File: src/design/erc_rtt_pkg.sv
// Package: shared types, codes and constants of the echo reply checker.
`timescale 1ns / 1ps

package erc_rtt_pkg;

    // Largest echo message length that the checker will honour.
    localparam logic [15:0] MAX_MESSAGE_BYTES = 16'd32768;
    localparam logic [15:0] MIN_MESSAGE_BYTES = 16'd16;

    localparam logic [31:0] USEC_PER_SEC   = 32'd1000000;
    localparam logic [31:0] TRIP_MIN_RESET = 32'd999999999;
    localparam logic [15:0] LENGTH_RESET   = 16'd56;

    // Configuration register indexes.
    localparam logic CFG_ECHO_IDENT  = 1'b0;
    localparam logic CFG_ICMP_LENGTH = 1'b1;

    typedef enum logic [1:0] {
        STAT_OK      = 2'd0,
        STAT_FOREIGN = 2'd1,
        STAT_BADDATA = 2'd2,
        STAT_SHORT   = 2'd3
    } status_t;

    // What the parser hands on when the last byte of a packet goes through.
    typedef struct packed {
        status_t     status;
        logic [15:0] sequence_number;
        logic [31:0] arrival_sec;
        logic [19:0] arrival_usec;
        logic [31:0] stamp_sec;
        logic [31:0] stamp_usec;
    } pkt_result_t;

    // Clamp the configured length into the supported range.
    function automatic logic [15:0] used_length(input logic [15:0] n);
        logic [15:0] r;
        r = n;
        if (r < MIN_MESSAGE_BYTES) r = MIN_MESSAGE_BYTES;
        if (r > MAX_MESSAGE_BYTES) r = MAX_MESSAGE_BYTES;
        return r;
    endfunction

endpackage

File: src/design/erc_rtt_parser.sv
// Byte parser: tracks position in the packet and collects the echo header fields.
`timescale 1ns / 1ps

module erc_rtt_parser (
    input  logic                      aclk,
    input  logic                      aresetn,
    input  logic                      step,
    input  logic [7:0]                data_byte,
    input  logic                      last_byte,
    input  logic [31:0]               arrival_sec,
    input  logic [19:0]               arrival_usec,
    input  logic [15:0]               echo_ident,
    input  logic [15:0]               icmp_length,
    output erc_rtt_pkg::pkt_result_t  result
);
    import erc_rtt_pkg::*;

    logic [15:0] byte_position_reg, byte_position_next;
    logic [5:0]  message_offset_reg, message_offset_next;
    logic [15:0] ident_seen_reg, ident_seen_next;
    logic [15:0] sequence_seen_reg, sequence_seen_next;
    logic [31:0] stamp_seconds_reg, stamp_seconds_next;
    logic [31:0] stamp_micros_reg, stamp_micros_next;
    logic [31:0] arrival_seconds_held_reg, arrival_seconds_held_next;
    logic [19:0] arrival_micros_held_reg, arrival_micros_held_next;
    logic        payload_bad_reg, payload_bad_next;

    logic        first;
    logic [15:0] len;
    logic [15:0] msg_pos;
    logic        in_msg;
    logic [16:0] pos_plus_one;
    logic [16:0] got;
    status_t     status;

    always_comb begin
        first = (byte_position_reg == 16'd0);
        len   = used_length(icmp_length);

        // The first byte restarts the packet and samples the arrival time.
        message_offset_next       = first ? {data_byte[3:0], 2'b00} : message_offset_reg;
        ident_seen_next           = first ? 16'd0 : ident_seen_reg;
        sequence_seen_next        = first ? 16'd0 : sequence_seen_reg;
        stamp_seconds_next        = first ? 32'd0 : stamp_seconds_reg;
        stamp_micros_next         = first ? 32'd0 : stamp_micros_reg;
        payload_bad_next          = first ? 1'b0 : payload_bad_reg;
        arrival_seconds_held_next = first ? arrival_sec : arrival_seconds_held_reg;
        arrival_micros_held_next  = first ? arrival_usec : arrival_micros_held_reg;

        in_msg  = (byte_position_reg >= {10'd0, message_offset_next});
        msg_pos = byte_position_reg - {10'd0, message_offset_next};

        if (in_msg) begin
            if (msg_pos == 16'd4 || msg_pos == 16'd5) begin
                ident_seen_next = {ident_seen_next[7:0], data_byte};
            end else if (msg_pos == 16'd6 || msg_pos == 16'd7) begin
                sequence_seen_next = {sequence_seen_next[7:0], data_byte};
            end else if (msg_pos >= 16'd8 && msg_pos < 16'd12) begin
                stamp_seconds_next = {stamp_seconds_next[23:0], data_byte};
            end else if (msg_pos >= 16'd12 && msg_pos < 16'd16) begin
                stamp_micros_next = {stamp_micros_next[23:0], data_byte};
            end else if (msg_pos >= 16'd16 && msg_pos < len
                         && data_byte != msg_pos[7:0]) begin
                payload_bad_next = 1'b1;
            end
        end

        // Saturate within a packet, restart after its last byte.
        if (last_byte) begin
            byte_position_next = 16'd0;
        end else if (byte_position_reg != 16'hFFFF) begin
            byte_position_next = byte_position_reg + 16'd1;
        end else begin
            byte_position_next = byte_position_reg;
        end

        pos_plus_one = {1'b0, byte_position_reg} + 17'd1;
        got = (pos_plus_one > {11'd0, message_offset_next})
            ? pos_plus_one - {11'd0, message_offset_next} : 17'd0;

        if (got < {1'b0, len}) begin
            status = STAT_SHORT;
        end else if (ident_seen_next != echo_ident) begin
            status = STAT_FOREIGN;
        end else if (payload_bad_next) begin
            status = STAT_BADDATA;
        end else begin
            status = STAT_OK;
        end

        result.status          = status;
        result.sequence_number = sequence_seen_next;
        result.arrival_sec     = arrival_seconds_held_next;
        result.arrival_usec    = arrival_micros_held_next;
        result.stamp_sec       = stamp_seconds_next;
        result.stamp_usec      = stamp_micros_next;
    end

    always_ff @(posedge aclk) begin
        if (!aresetn) begin
            byte_position_reg        <= 16'd0;
            message_offset_reg       <= 6'd0;
            ident_seen_reg           <= 16'd0;
            sequence_seen_reg        <= 16'd0;
            stamp_seconds_reg        <= 32'd0;
            stamp_micros_reg         <= 32'd0;
            arrival_seconds_held_reg <= 32'd0;
            arrival_micros_held_reg  <= 20'd0;
            payload_bad_reg          <= 1'b0;
        end else if (step) begin
            byte_position_reg        <= byte_position_next;
            message_offset_reg       <= message_offset_next;
            ident_seen_reg           <= ident_seen_next;
            sequence_seen_reg        <= sequence_seen_next;
            stamp_seconds_reg        <= stamp_seconds_next;
            stamp_micros_reg         <= stamp_micros_next;
            arrival_seconds_held_reg <= arrival_seconds_held_next;
            arrival_micros_held_reg  <= arrival_micros_held_next;
            payload_bad_reg          <= payload_bad_next;
        end
    end

endmodule

File: src/design/echo_reply_checker_rtt_stats_unit.sv
// Top level: echo reply checker with round-trip time statistics.
`timescale 1ns / 1ps

// Takes a received IP packet one byte per item on the slave stream and gives one
// result item on the master stream for each packet, on its last byte. The header
// length nibble of the first byte locates the echo message; the identifier,
// sequence number and big-endian send timestamp are collected from it, and the
// payload from offset 16 up to the configured length is checked against its
// offset mod 256. An accepted reply yields the round trip in microseconds and
// updates the count, minimum, maximum and sum, which the result item carries as
// they stand after that packet. One byte is taken every clock cycle unless a last
// byte waits in the input register for room for its result; the rate is set by the
// parser step on the input register. A result passes through the input register,
// result capture, timestamp subtraction, multiply by one million and statistics
// update. Stalls on the master side back up through the result stages only as far
// as they are occupied, so bytes keep flowing while a result waits. The user must
// write Configuration through cfg_wr_en / cfg_index / cfg_wdata only while idle, which the block does not enforce.

module echo_reply_checker_rtt_stats_unit (
    input  logic         aclk,
    input  logic         aresetn,

    input  logic         cfg_wr_en,
    input  logic         cfg_index,
    input  logic [15:0]  cfg_wdata,

    input  logic         s_tvalid,
    output logic         s_tready,
    // data_byte [7:0], arrival_sec [39:8], arrival_usec [59:40], zero [63:60]
    input  logic [63:0]  s_tdata,
    input  logic         s_tlast,

    output logic         m_tvalid,
    input  logic         m_tready,
    // trip_time [31:0], sequence_number [47:32], received_count [79:48],
    // rtt_min [111:80], rtt_max [143:112], rtt_sum [191:144]
    output logic [191:0] m_tdata,
    // status [1:0]
    output logic [1:0]   m_tuser
);
    import erc_rtt_pkg::*;

    // Configuration registers.
    logic [15:0] echo_ident_reg;
    logic [15:0] icmp_length_reg;

    always_ff @(posedge aclk) begin
        if (!aresetn) begin
            echo_ident_reg  <= 16'd0;
            icmp_length_reg <= LENGTH_RESET;
        end else if (cfg_wr_en) begin
            case (cfg_index)
                CFG_ECHO_IDENT:  echo_ident_reg  <= cfg_wdata;
                CFG_ICMP_LENGTH: icmp_length_reg <= cfg_wdata;
                default:         ;
            endcase
        end
    end

    // Stage enables: each stage advances when empty or when the one after it moves.
    logic o_valid_reg, d_valid_reg, c_valid_reg, b_valid_reg, a_valid_reg;
    logic o_adv, d_adv, c_adv, b_adv, a_step, s_accept;

    assign o_adv = !o_valid_reg || m_tready;
    assign d_adv = !d_valid_reg || o_adv;
    assign c_adv = !c_valid_reg || d_adv;
    assign b_adv = !b_valid_reg || c_adv;

    // Input register: hold the accepted item until the parser steps on it.
    logic        a_last_reg;
    logic [7:0]  a_data_reg;
    logic [31:0] a_sec_reg;
    logic [19:0] a_usec_reg;

    // A non-last byte always steps; a last byte needs room for its result.
    assign a_step   = a_valid_reg && (!a_last_reg || b_adv);
    assign s_tready = !a_valid_reg || a_step;
    assign s_accept = s_tvalid && s_tready;

    always_ff @(posedge aclk) begin
        if (!aresetn) begin
            a_valid_reg <= 1'b0;
        end else if (s_accept) begin
            a_valid_reg <= 1'b1;
        end else if (a_step) begin
            a_valid_reg <= 1'b0;
        end
    end

    always_ff @(posedge aclk) begin
        if (s_accept) begin
            a_data_reg <= s_tdata[7:0];
            a_sec_reg  <= s_tdata[39:8];
            a_usec_reg <= s_tdata[59:40];
            a_last_reg <= s_tlast;
        end
    end

    pkt_result_t parse_result;

    erc_rtt_parser u_parser (
        .aclk         (aclk),
        .aresetn      (aresetn),
        .step         (a_step),
        .data_byte    (a_data_reg),
        .last_byte    (a_last_reg),
        .arrival_sec  (a_sec_reg),
        .arrival_usec (a_usec_reg),
        .echo_ident   (echo_ident_reg),
        .icmp_length  (icmp_length_reg),
        .result       (parse_result)
    );

    // Stage B: capture the packet record on its last byte.
    pkt_result_t b_rec_reg;

    always_ff @(posedge aclk) begin
        if (!aresetn) begin
            b_valid_reg <= 1'b0;
        end else if (b_adv) begin
            b_valid_reg <= a_step && a_last_reg;
        end
    end

    always_ff @(posedge aclk) begin
        if (b_adv) begin
            b_rec_reg <= parse_result;
        end
    end

    // Stage C: timeval subtraction, borrowing a second when microseconds go negative.
    logic [32:0] du_wide;
    logic        borrow;
    logic [31:0] ds_next, du_next;
    logic [31:0] c_ds_reg, c_du_reg;
    status_t     c_status_reg;
    logic [15:0] c_seq_reg;

    always_comb begin
        du_wide = {13'd0, b_rec_reg.arrival_usec} - {1'b0, b_rec_reg.stamp_usec};
        borrow  = du_wide[32];
        ds_next = b_rec_reg.arrival_sec - b_rec_reg.stamp_sec - {31'd0, borrow};
        du_next = du_wide[31:0] + (borrow ? USEC_PER_SEC : 32'd0);
    end

    always_ff @(posedge aclk) begin
        if (!aresetn) begin
            c_valid_reg <= 1'b0;
        end else if (c_adv) begin
            c_valid_reg <= b_valid_reg;
        end
    end

    always_ff @(posedge aclk) begin
        if (c_adv) begin
            c_ds_reg     <= ds_next;
            c_du_reg     <= du_next;
            c_status_reg <= b_rec_reg.status;
            c_seq_reg    <= b_rec_reg.sequence_number;
        end
    end

    // Stage D: scale seconds to microseconds, wrapping to 32 bits; zero unless accepted.
    logic [31:0] trip_next;
    logic [31:0] d_trip_reg;
    status_t     d_status_reg;
    logic [15:0] d_seq_reg;

    assign trip_next = (c_status_reg == STAT_OK) ? c_ds_reg * USEC_PER_SEC + c_du_reg
                                                 : 32'd0;

    always_ff @(posedge aclk) begin
        if (!aresetn) begin
            d_valid_reg <= 1'b0;
        end else if (d_adv) begin
            d_valid_reg <= c_valid_reg;
        end
    end

    always_ff @(posedge aclk) begin
        if (d_adv) begin
            d_trip_reg   <= trip_next;
            d_status_reg <= c_status_reg;
            d_seq_reg    <= c_seq_reg;
        end
    end

    // Output stage: statistics registers double as the result payload.
    logic [31:0] count_reg, count_next;
    logic [31:0] rtt_min_reg, rtt_min_next;
    logic [31:0] rtt_max_reg, rtt_max_next;
    logic [47:0] rtt_sum_reg, rtt_sum_next;
    logic [31:0] o_trip_reg;
    status_t     o_status_reg;
    logic [15:0] o_seq_reg;
    logic        stats_load;

    always_comb begin
        stats_load   = o_adv && d_valid_reg && (d_status_reg == STAT_OK);
        count_next   = count_reg + 32'd1;
        rtt_sum_next = rtt_sum_reg + {{16{d_trip_reg[31]}}, d_trip_reg};
        rtt_min_next = ($signed(d_trip_reg) < $signed(rtt_min_reg)) ? d_trip_reg : rtt_min_reg;
        rtt_max_next = ($signed(d_trip_reg) > $signed(rtt_max_reg)) ? d_trip_reg : rtt_max_reg;
    end

    always_ff @(posedge aclk) begin
        if (!aresetn) begin
            o_valid_reg <= 1'b0;
            count_reg   <= 32'd0;
            rtt_min_reg <= TRIP_MIN_RESET;
            rtt_max_reg <= 32'd0;
            rtt_sum_reg <= 48'd0;
        end else begin
            if (o_adv) begin
                o_valid_reg <= d_valid_reg;
            end
            if (stats_load) begin
                count_reg   <= count_next;
                rtt_min_reg <= rtt_min_next;
                rtt_max_reg <= rtt_max_next;
                rtt_sum_reg <= rtt_sum_next;
            end
        end
    end

    always_ff @(posedge aclk) begin
        if (o_adv && d_valid_reg) begin
            o_trip_reg   <= d_trip_reg;
            o_status_reg <= d_status_reg;
            o_seq_reg    <= d_seq_reg;
        end
    end

    assign m_tvalid = o_valid_reg;
    assign m_tuser  = o_status_reg;
    assign m_tdata  = {rtt_sum_reg, rtt_max_reg, rtt_min_reg, count_reg,
                       o_seq_reg, o_trip_reg};

endmodule
File: config.mk
export PLATFORM = sky130hd
export DESIGN_NAME = echo_reply_checker_rtt_stats_unit
export DESIGN_NICKNAME = d
export VERILOG_FILES = /design/src/design/erc_rtt_pkg.sv /design/src/design/erc_rtt_parser.sv /design/src/design/echo_reply_checker_rtt_stats_unit.sv
export SDC_FILE = /design/constraint.sdc
export NUM_CORES = 2
export LEC_CHECK = 0
export BUFFER_PORTS_ARGS = -buffer_cell sky130_fd_sc_hd__buf_2
export CORE_AREA = 2 2 370 372
export CTS_BUF_LIST = sky130_fd_sc_hd__clkbuf_2
export CTS_CLUSTER_SIZE = 25
export DETAILED_ROUTE_END_ITERATION = 8
export DIE_AREA = 0 0 372 374
export HOLD_SLACK_MARGIN = 0.12
export PLACE_DENSITY = 0.56
export SLEW_MARGIN = 10
export SYNTH_ARGS = -nofsm -noshare
export SYNTH_HDL_FRONTEND = slang
export SYNTH_SLANG_ARGS = --single-unit
File: constraint.sdc
create_clock -name aclk -period 15.8 [get_ports aclk]
set_input_delay 0.79 -clock aclk [delete_from_list [all_inputs] [get_ports aclk]]
set_output_delay 0.79 -clock aclk [all_outputs]
set_load 0.02 [all_outputs]
### Word level (Yosys, flattened, before mapping)

Index checks and enable logic that the tools add are counted.

| cells by class | value |
|---|---|
| bitwise gates (word level) | 1 |
| add/subtract/negate cells | 11 |
| reduce and logical (&&, ||, !) cells | 34 |
| equality and inequality tests | 7 |
| mux-type cells | 38 |
| multipliers | 1 |
| magnitude comparators | 13 |

Operator list:

| kind | number |
|---|---|
| $mux 32 | 12 |
| $mux 16 | 11 |
| $eq 16x3->1 const B | 4 |
| $add 48x48->48 | 1 |
| $mux 20 | 2 |
| $sub 20x32->33 | 1 |
| $add 32x1->32 const B | 1 |
| $add 32x20->32 | 1 |
| $add 32x32->32 | 1 |
| $ge 16x4->1 const B | 2 |
| $gt 32x32->1 | 1 |
| $lt 16x5->1 const B | 2 |
| $lt 32x32->1 | 1 |
| $mul 32x14->26 const B | 1 |
| $sub 32x1->32 | 1 |
| $sub 32x32->32 | 1 |
| $add 16x1->17 const B | 1 |
| $gt 17x6->1 | 1 |
| $lt 17x16->1 | 1 |
| $mux 17 | 1 |
| $sub 17x6->17 | 1 |
| $add 16x1->16 const B | 1 |
| $ge 16x5->1 const B | 1 |
| $ge 16x6->1 | 1 |
| other kinds (19) | 54 |

| word-level totals | value |
|---|---|
| word-level logic and storage cells | 146 |
| output and inout bits | 196 |
| register bits | 729 |
| input bits | 87 |

### Depth between registers and ports, before layout

| depth | value |
|---|---|
| depth after elaboration | 15 |
| depth in mapped cells | 30 |
| mapped depth without buffers | 29 |

### Cells and area by module

Synthesis repeated with hierarchy kept, for this count alone.

| unflattened totals | value |
|---|---|
| cells, all modules | 4411 |
| area total of the unflattened synthesis | 41235.8 um^2 |

By module, submodules not included:

| module | times used | cells each | seq. area each (um^2) | area each (um^2) |
|---|---|---|---|---|
| echo_reply_checker_rtt_stats_unit | 1 | 2830 | 14403.8 | 30076.3 |
| erc_rtt_parser | 1 | 1581 | 3423.3 | 11159.5 |

### Least setup slack after synthesis

Ideal clock, no wire load.

| path | value |
|---|---|
| path type | input to register |
| from | input m_tready |
| to | register a_data_reg[0] (enable) |
| setup time | 473 ps |
| data required time | 15327 ps |
| stages | 7 |
| path buffers | 0 |
| arrival time | 8136 ps |
| setup slack | 7191 ps |
| cell sequence | nor2b_1 -> and2_1 -> nand2_1 -> nor2_1 -> inv_1 -> nor2_1 -> nor2b_1 |

| on the way | value |
|---|---|
| word-level cells in the longest chain between the ends | 8 |

RTL lines:

| element | RTL line | source |
|---|---|---|
| start: declaration | echo_reply_checker_rtt_stats_unit.sv:34 | `input logic m_tready,` |
| $logic_or 1x1->1 | echo_reply_checker_rtt_stats_unit.sv:64 | `assign o_adv = !o_valid_reg \|\| m_tready;` |
| $logic_or 1x1->1 | echo_reply_checker_rtt_stats_unit.sv:65 | `assign d_adv = !d_valid_reg \|\| o_adv;` |
| $logic_or 1x1->1 | echo_reply_checker_rtt_stats_unit.sv:66 | `assign c_adv = !c_valid_reg \|\| d_adv;` |
| named net c_adv | echo_reply_checker_rtt_stats_unit.sv:62 | `logic o_adv, d_adv, c_adv, b_adv, a_step, s_accept;` |
| $logic_or 1x1->1 | echo_reply_checker_rtt_stats_unit.sv:67 | `assign b_adv = !b_valid_reg \|\| c_adv;` |
| named net b_adv | echo_reply_checker_rtt_stats_unit.sv:62 |  |
| $logic_or 1x1->1 | echo_reply_checker_rtt_stats_unit.sv:76 | `assign a_step = a_valid_reg && (!a_last_reg \|\| b_adv);` |
| $logic_and 1x1->1 | echo_reply_checker_rtt_stats_unit.sv:76 |  |
| $logic_or 1x1->1 | echo_reply_checker_rtt_stats_unit.sv:77 | `assign s_tready = !a_valid_reg \|\| a_step;` |
| $logic_and 1x1->1 | echo_reply_checker_rtt_stats_unit.sv:78 | `assign s_accept = s_tvalid && s_tready;` |
| named net s_accept | echo_reply_checker_rtt_stats_unit.sv:62 |  |
| end signal: assignment | echo_reply_checker_rtt_stats_unit.sv:92 | `a_data_reg <= s_tdata[7:0];` |
| end: declaration | echo_reply_checker_rtt_stats_unit.sv:71 | `logic [7:0] a_data_reg;` |

The timed path passes the listed nets, and every way through them passes these cells.
A chain may end at the register's enable or synchronous reset.

### Worst setup path in the final report

| path | value |
|---|---|
| from | register c_ds_reg[1] |
| to | register d_trip_reg[30] (data pin) |

| on the way | value |
|---|---|
| word-level cells in the longest chain between the ends | 2 |

RTL lines:

| element | RTL line | source |
|---|---|---|
| start: declaration | echo_reply_checker_rtt_stats_unit.sv:135 | `logic [31:0] c_ds_reg, c_du_reg;` |
| start signal: assignment | echo_reply_checker_rtt_stats_unit.sv:156 | `c_ds_reg <= ds_next;` |
| $mul 32x14->26 | echo_reply_checker_rtt_stats_unit.sv:169 | `assign trip_next = (c_status_reg == STAT_OK) ? c_ds_reg * USEC_PER_SEC + c_du_reg` |
| $add 32x32->32 | echo_reply_checker_rtt_stats_unit.sv:169 |  |
| end signal: assignment | echo_reply_checker_rtt_stats_unit.sv:182 | `d_trip_reg <= trip_next;` |
| end: declaration | echo_reply_checker_rtt_stats_unit.sv:165 | `logic [31:0] d_trip_reg;` |

Every way passes these cells.

==> impl_metrics.tcl <==
set metrics [dict create \
    reg2regPathDepth 28 \
    crit_path_start_kind "register" \
    firstDrtPassIters 7 \
    cts_root_buffer "clkbuf_2" \
    ys_seq_area_share_pct 43.3 \
    cp.buffers_inverters 5 \
    synth.avg_cell_area_um2 9.54 \
    hold_viol_final 0 \
    grt_first_pass_wirelength_um 168000 \
    tightest_slew_ns 1.13 \
    cpPeakStageDelay_ns 0.60 \
    m1WireLength_um 51900 \
    grt_max_degree 111 \
    rows 135 \
    tns_ns 0 \
    cpLargestDelayFamily "adder cells" \
    fin_crit_ns 7.57 \
    ant_nets 0 \
    grt_util_all_layers_pct 15.2 \
    grt_overflow 0 \
    cts_hold_buf 172 \
    slew_headroom_pct 24.6 \
    drive_above_1_share_pct 13.5 \
    cts_tree "yes" \
    rsz0062_at_grt "false" \
    syn2layout_area_growth_pct 17.1 \
    cts_buffers 190 \
    drc_errors 0 \
    die_area_um2 139000 \
    drv_slew 0 \
    cp_max_fo 7 \
    cts.clk_slew.worst_paths_ns 0.11 \
    portBuffers 272 \
    dr.max_layer_used "met4" \
    cp-end-kind "register" \
    postCtsSetupBuffers 0 \
    cp.depth 28 \
    wl_per_cell_um 16.1 \
    whs_path_depth 0 \
    routed_wl_um 107000 \
    finalCritPeriodShare_pct 47.9 \
    num_vias 31600 \
    critPathRequiredTime_ns 17.11 \
    syn-num-nets 4699 \
    cts_buffer_depth 3 \
    status "finished clean" \
    netlist_area_um2 40200 \
    start_util_pct 29.8 \
    dr.first_iter.drc_count 1949 \
    core_um2 135000 \
    vias_per_cell 4.74 \
    synth_top_cell_by_area "edfxtp_1" \
    synth_edf_count 353 \
    cpMaxStageDelayCell "edfxtp_1" \
    yosysWarnings 0 \
    dp_hpwl_um 76200 \
    dr_wl_met3_um 5080 \
    setup_viol 0 \
    htree_levels 4 \
    max-cap-violations 0 \
    grt_pass1_vias 30200 \
    die_width_um 372 \
    cp.arrival_ns 8.88 \
    ys_ff_latch 693 \
    async_flop_share_pct 0 \
    route.met2.wl_um 48100 \
    path_class "register to register" \
    clk-insertion-delay-late_ns 1.56 \
    nets 5194 \
    antenna_found_initial 4 \
    synth_top_area_share_pct 26.4 \
    die_h_um 374 \
    hold_path_class "register to register" \
    ys_types 79 \
    ys.flop_type "edfxtp_1" \
    max_freq_ghz 0.132 \
    skew_ns 0.134 \
    largest_register_ffs 122 \
    place_congestion 0.858 \
    io_pins 283 \
    cts_resized 0 \
    syn_inst 4215 \
    yosys-top-cells-area "edfxtp_1 26%, dfxtp_1 17%, ha_1 10%, nand2_1 5.7%, xnor2_1 3.6%" \
    clock_sinks 693 \
]
-- synthesized netlist by cell type (108+ instances only) --
library cell,number
o21ai_0,182
edfxtp_1,353
nand3_1,108
ha_1,324
a21oi_1,202
nor2_1,210
clkbuf_1,153
dfxtp_1,340
inv_1,348
a21boi_0,114
xnor2_1,167
nand2_1,615
-- final cells by class --
cell class              count  area [um^2]
flip-flops and latches    693        17400
fillers                 13900        87900
clock buffers             291         1460
repair buffers            473         3330
multi-input cells        3003        20900
diodes                      7         17.5
clock inverters            63          430
well taps                1781         2230
inverters                 349         1310
-- stage by stage --
stage,cells,util (%),worst slack (ns),hold slack (ns),instance area [um^2]
global route,6658,34.9,7.82,0.272,47100
global placement,6127,32.2,8.14,0.405,43500
detailed placement,6127,32.2,8.12,0.405,43500
CTS,6653,34.9,8.24,0.170,47100
floorplan,4215,-,7.19,0.400,40200
finish,6660,34.9,8.23,0.378,47100
-- per-layer routing --
layer  track usage [%]  vias to the layer above
met5                 0                        -
met4              4.78                        0
met3              2.88                      160
met2              23.7                      711
met1              21.1                    14900
li1                  -                    15800
-- cell families (layout without fill, tap and decap cells) --
kind of cell | after synthesis | after routing | share of synthesized area, %
AND/OR/NAND/NOR | 1449 | 1449 | 17.2
AO/OA/AOI/OAI | 821 | 821 | 13.3
flip-flops | 693 | 693 | 43.3
buffers and inverters | 519 | 1176 | 4.89
adder cells (fa/ha/maj) | 397 | 397 | 13.7
XOR/XNOR | 238 | 238 | 5.18
multiplexers | 98 | 98 | 2.44
other | 0 | 7 | 0
-- worst reg2reg max path, delay by kind of cell (launching register included) --
kind | cells | cell delay, ns
adder cells (fa/ha/maj) | 8 | 3.50
AO/OA/AOI/OAI | 8 | 1.95
AND/OR/NAND/NOR | 5 | 0.62
flip-flops | 1 | 0.60
buffers and inverters | 5 | 0.40
XOR/XNOR | 2 | 0.34
-- worst paths after layout --
path	start	slack, ns	end
setup / recovery	c_ds_reg[1]	8.23	d_trip_reg[30]
hold / removal	d_seq_reg[0]	0.38	o_seq_reg[0]
setup reg to reg	c_ds_reg[1]	8.23	d_trip_reg[30]
hold reg to reg	d_seq_reg[0]	0.38	o_seq_reg[0]
-- layout by cell type, fill, tap and decap left out, drive strengths merged, types with 53 or more instances in the layout --
cell,Yosys,final
nand2,615,615
edfxtp,353,353
inv,348,353
dfxtp,340,340
ha,324,324
buf,17,302
clkbuf,153,291
nor2,210,210
a21oi,202,202
o21ai,186,186
dlygate4sd3,0,171
xnor2,167,167
a21boi,114,114
nand3,108,108
mux2i,98,98
and2,98,98
nor2b,96,96
nor3,91,91
a21o,84,84
fa,73,73
xor2,71,71
nand2b,57,57
clkinv,1,53
Power is not shown: default switching activity piles up to over one toggle a cycle in this logic, so the estimate is an artifact.
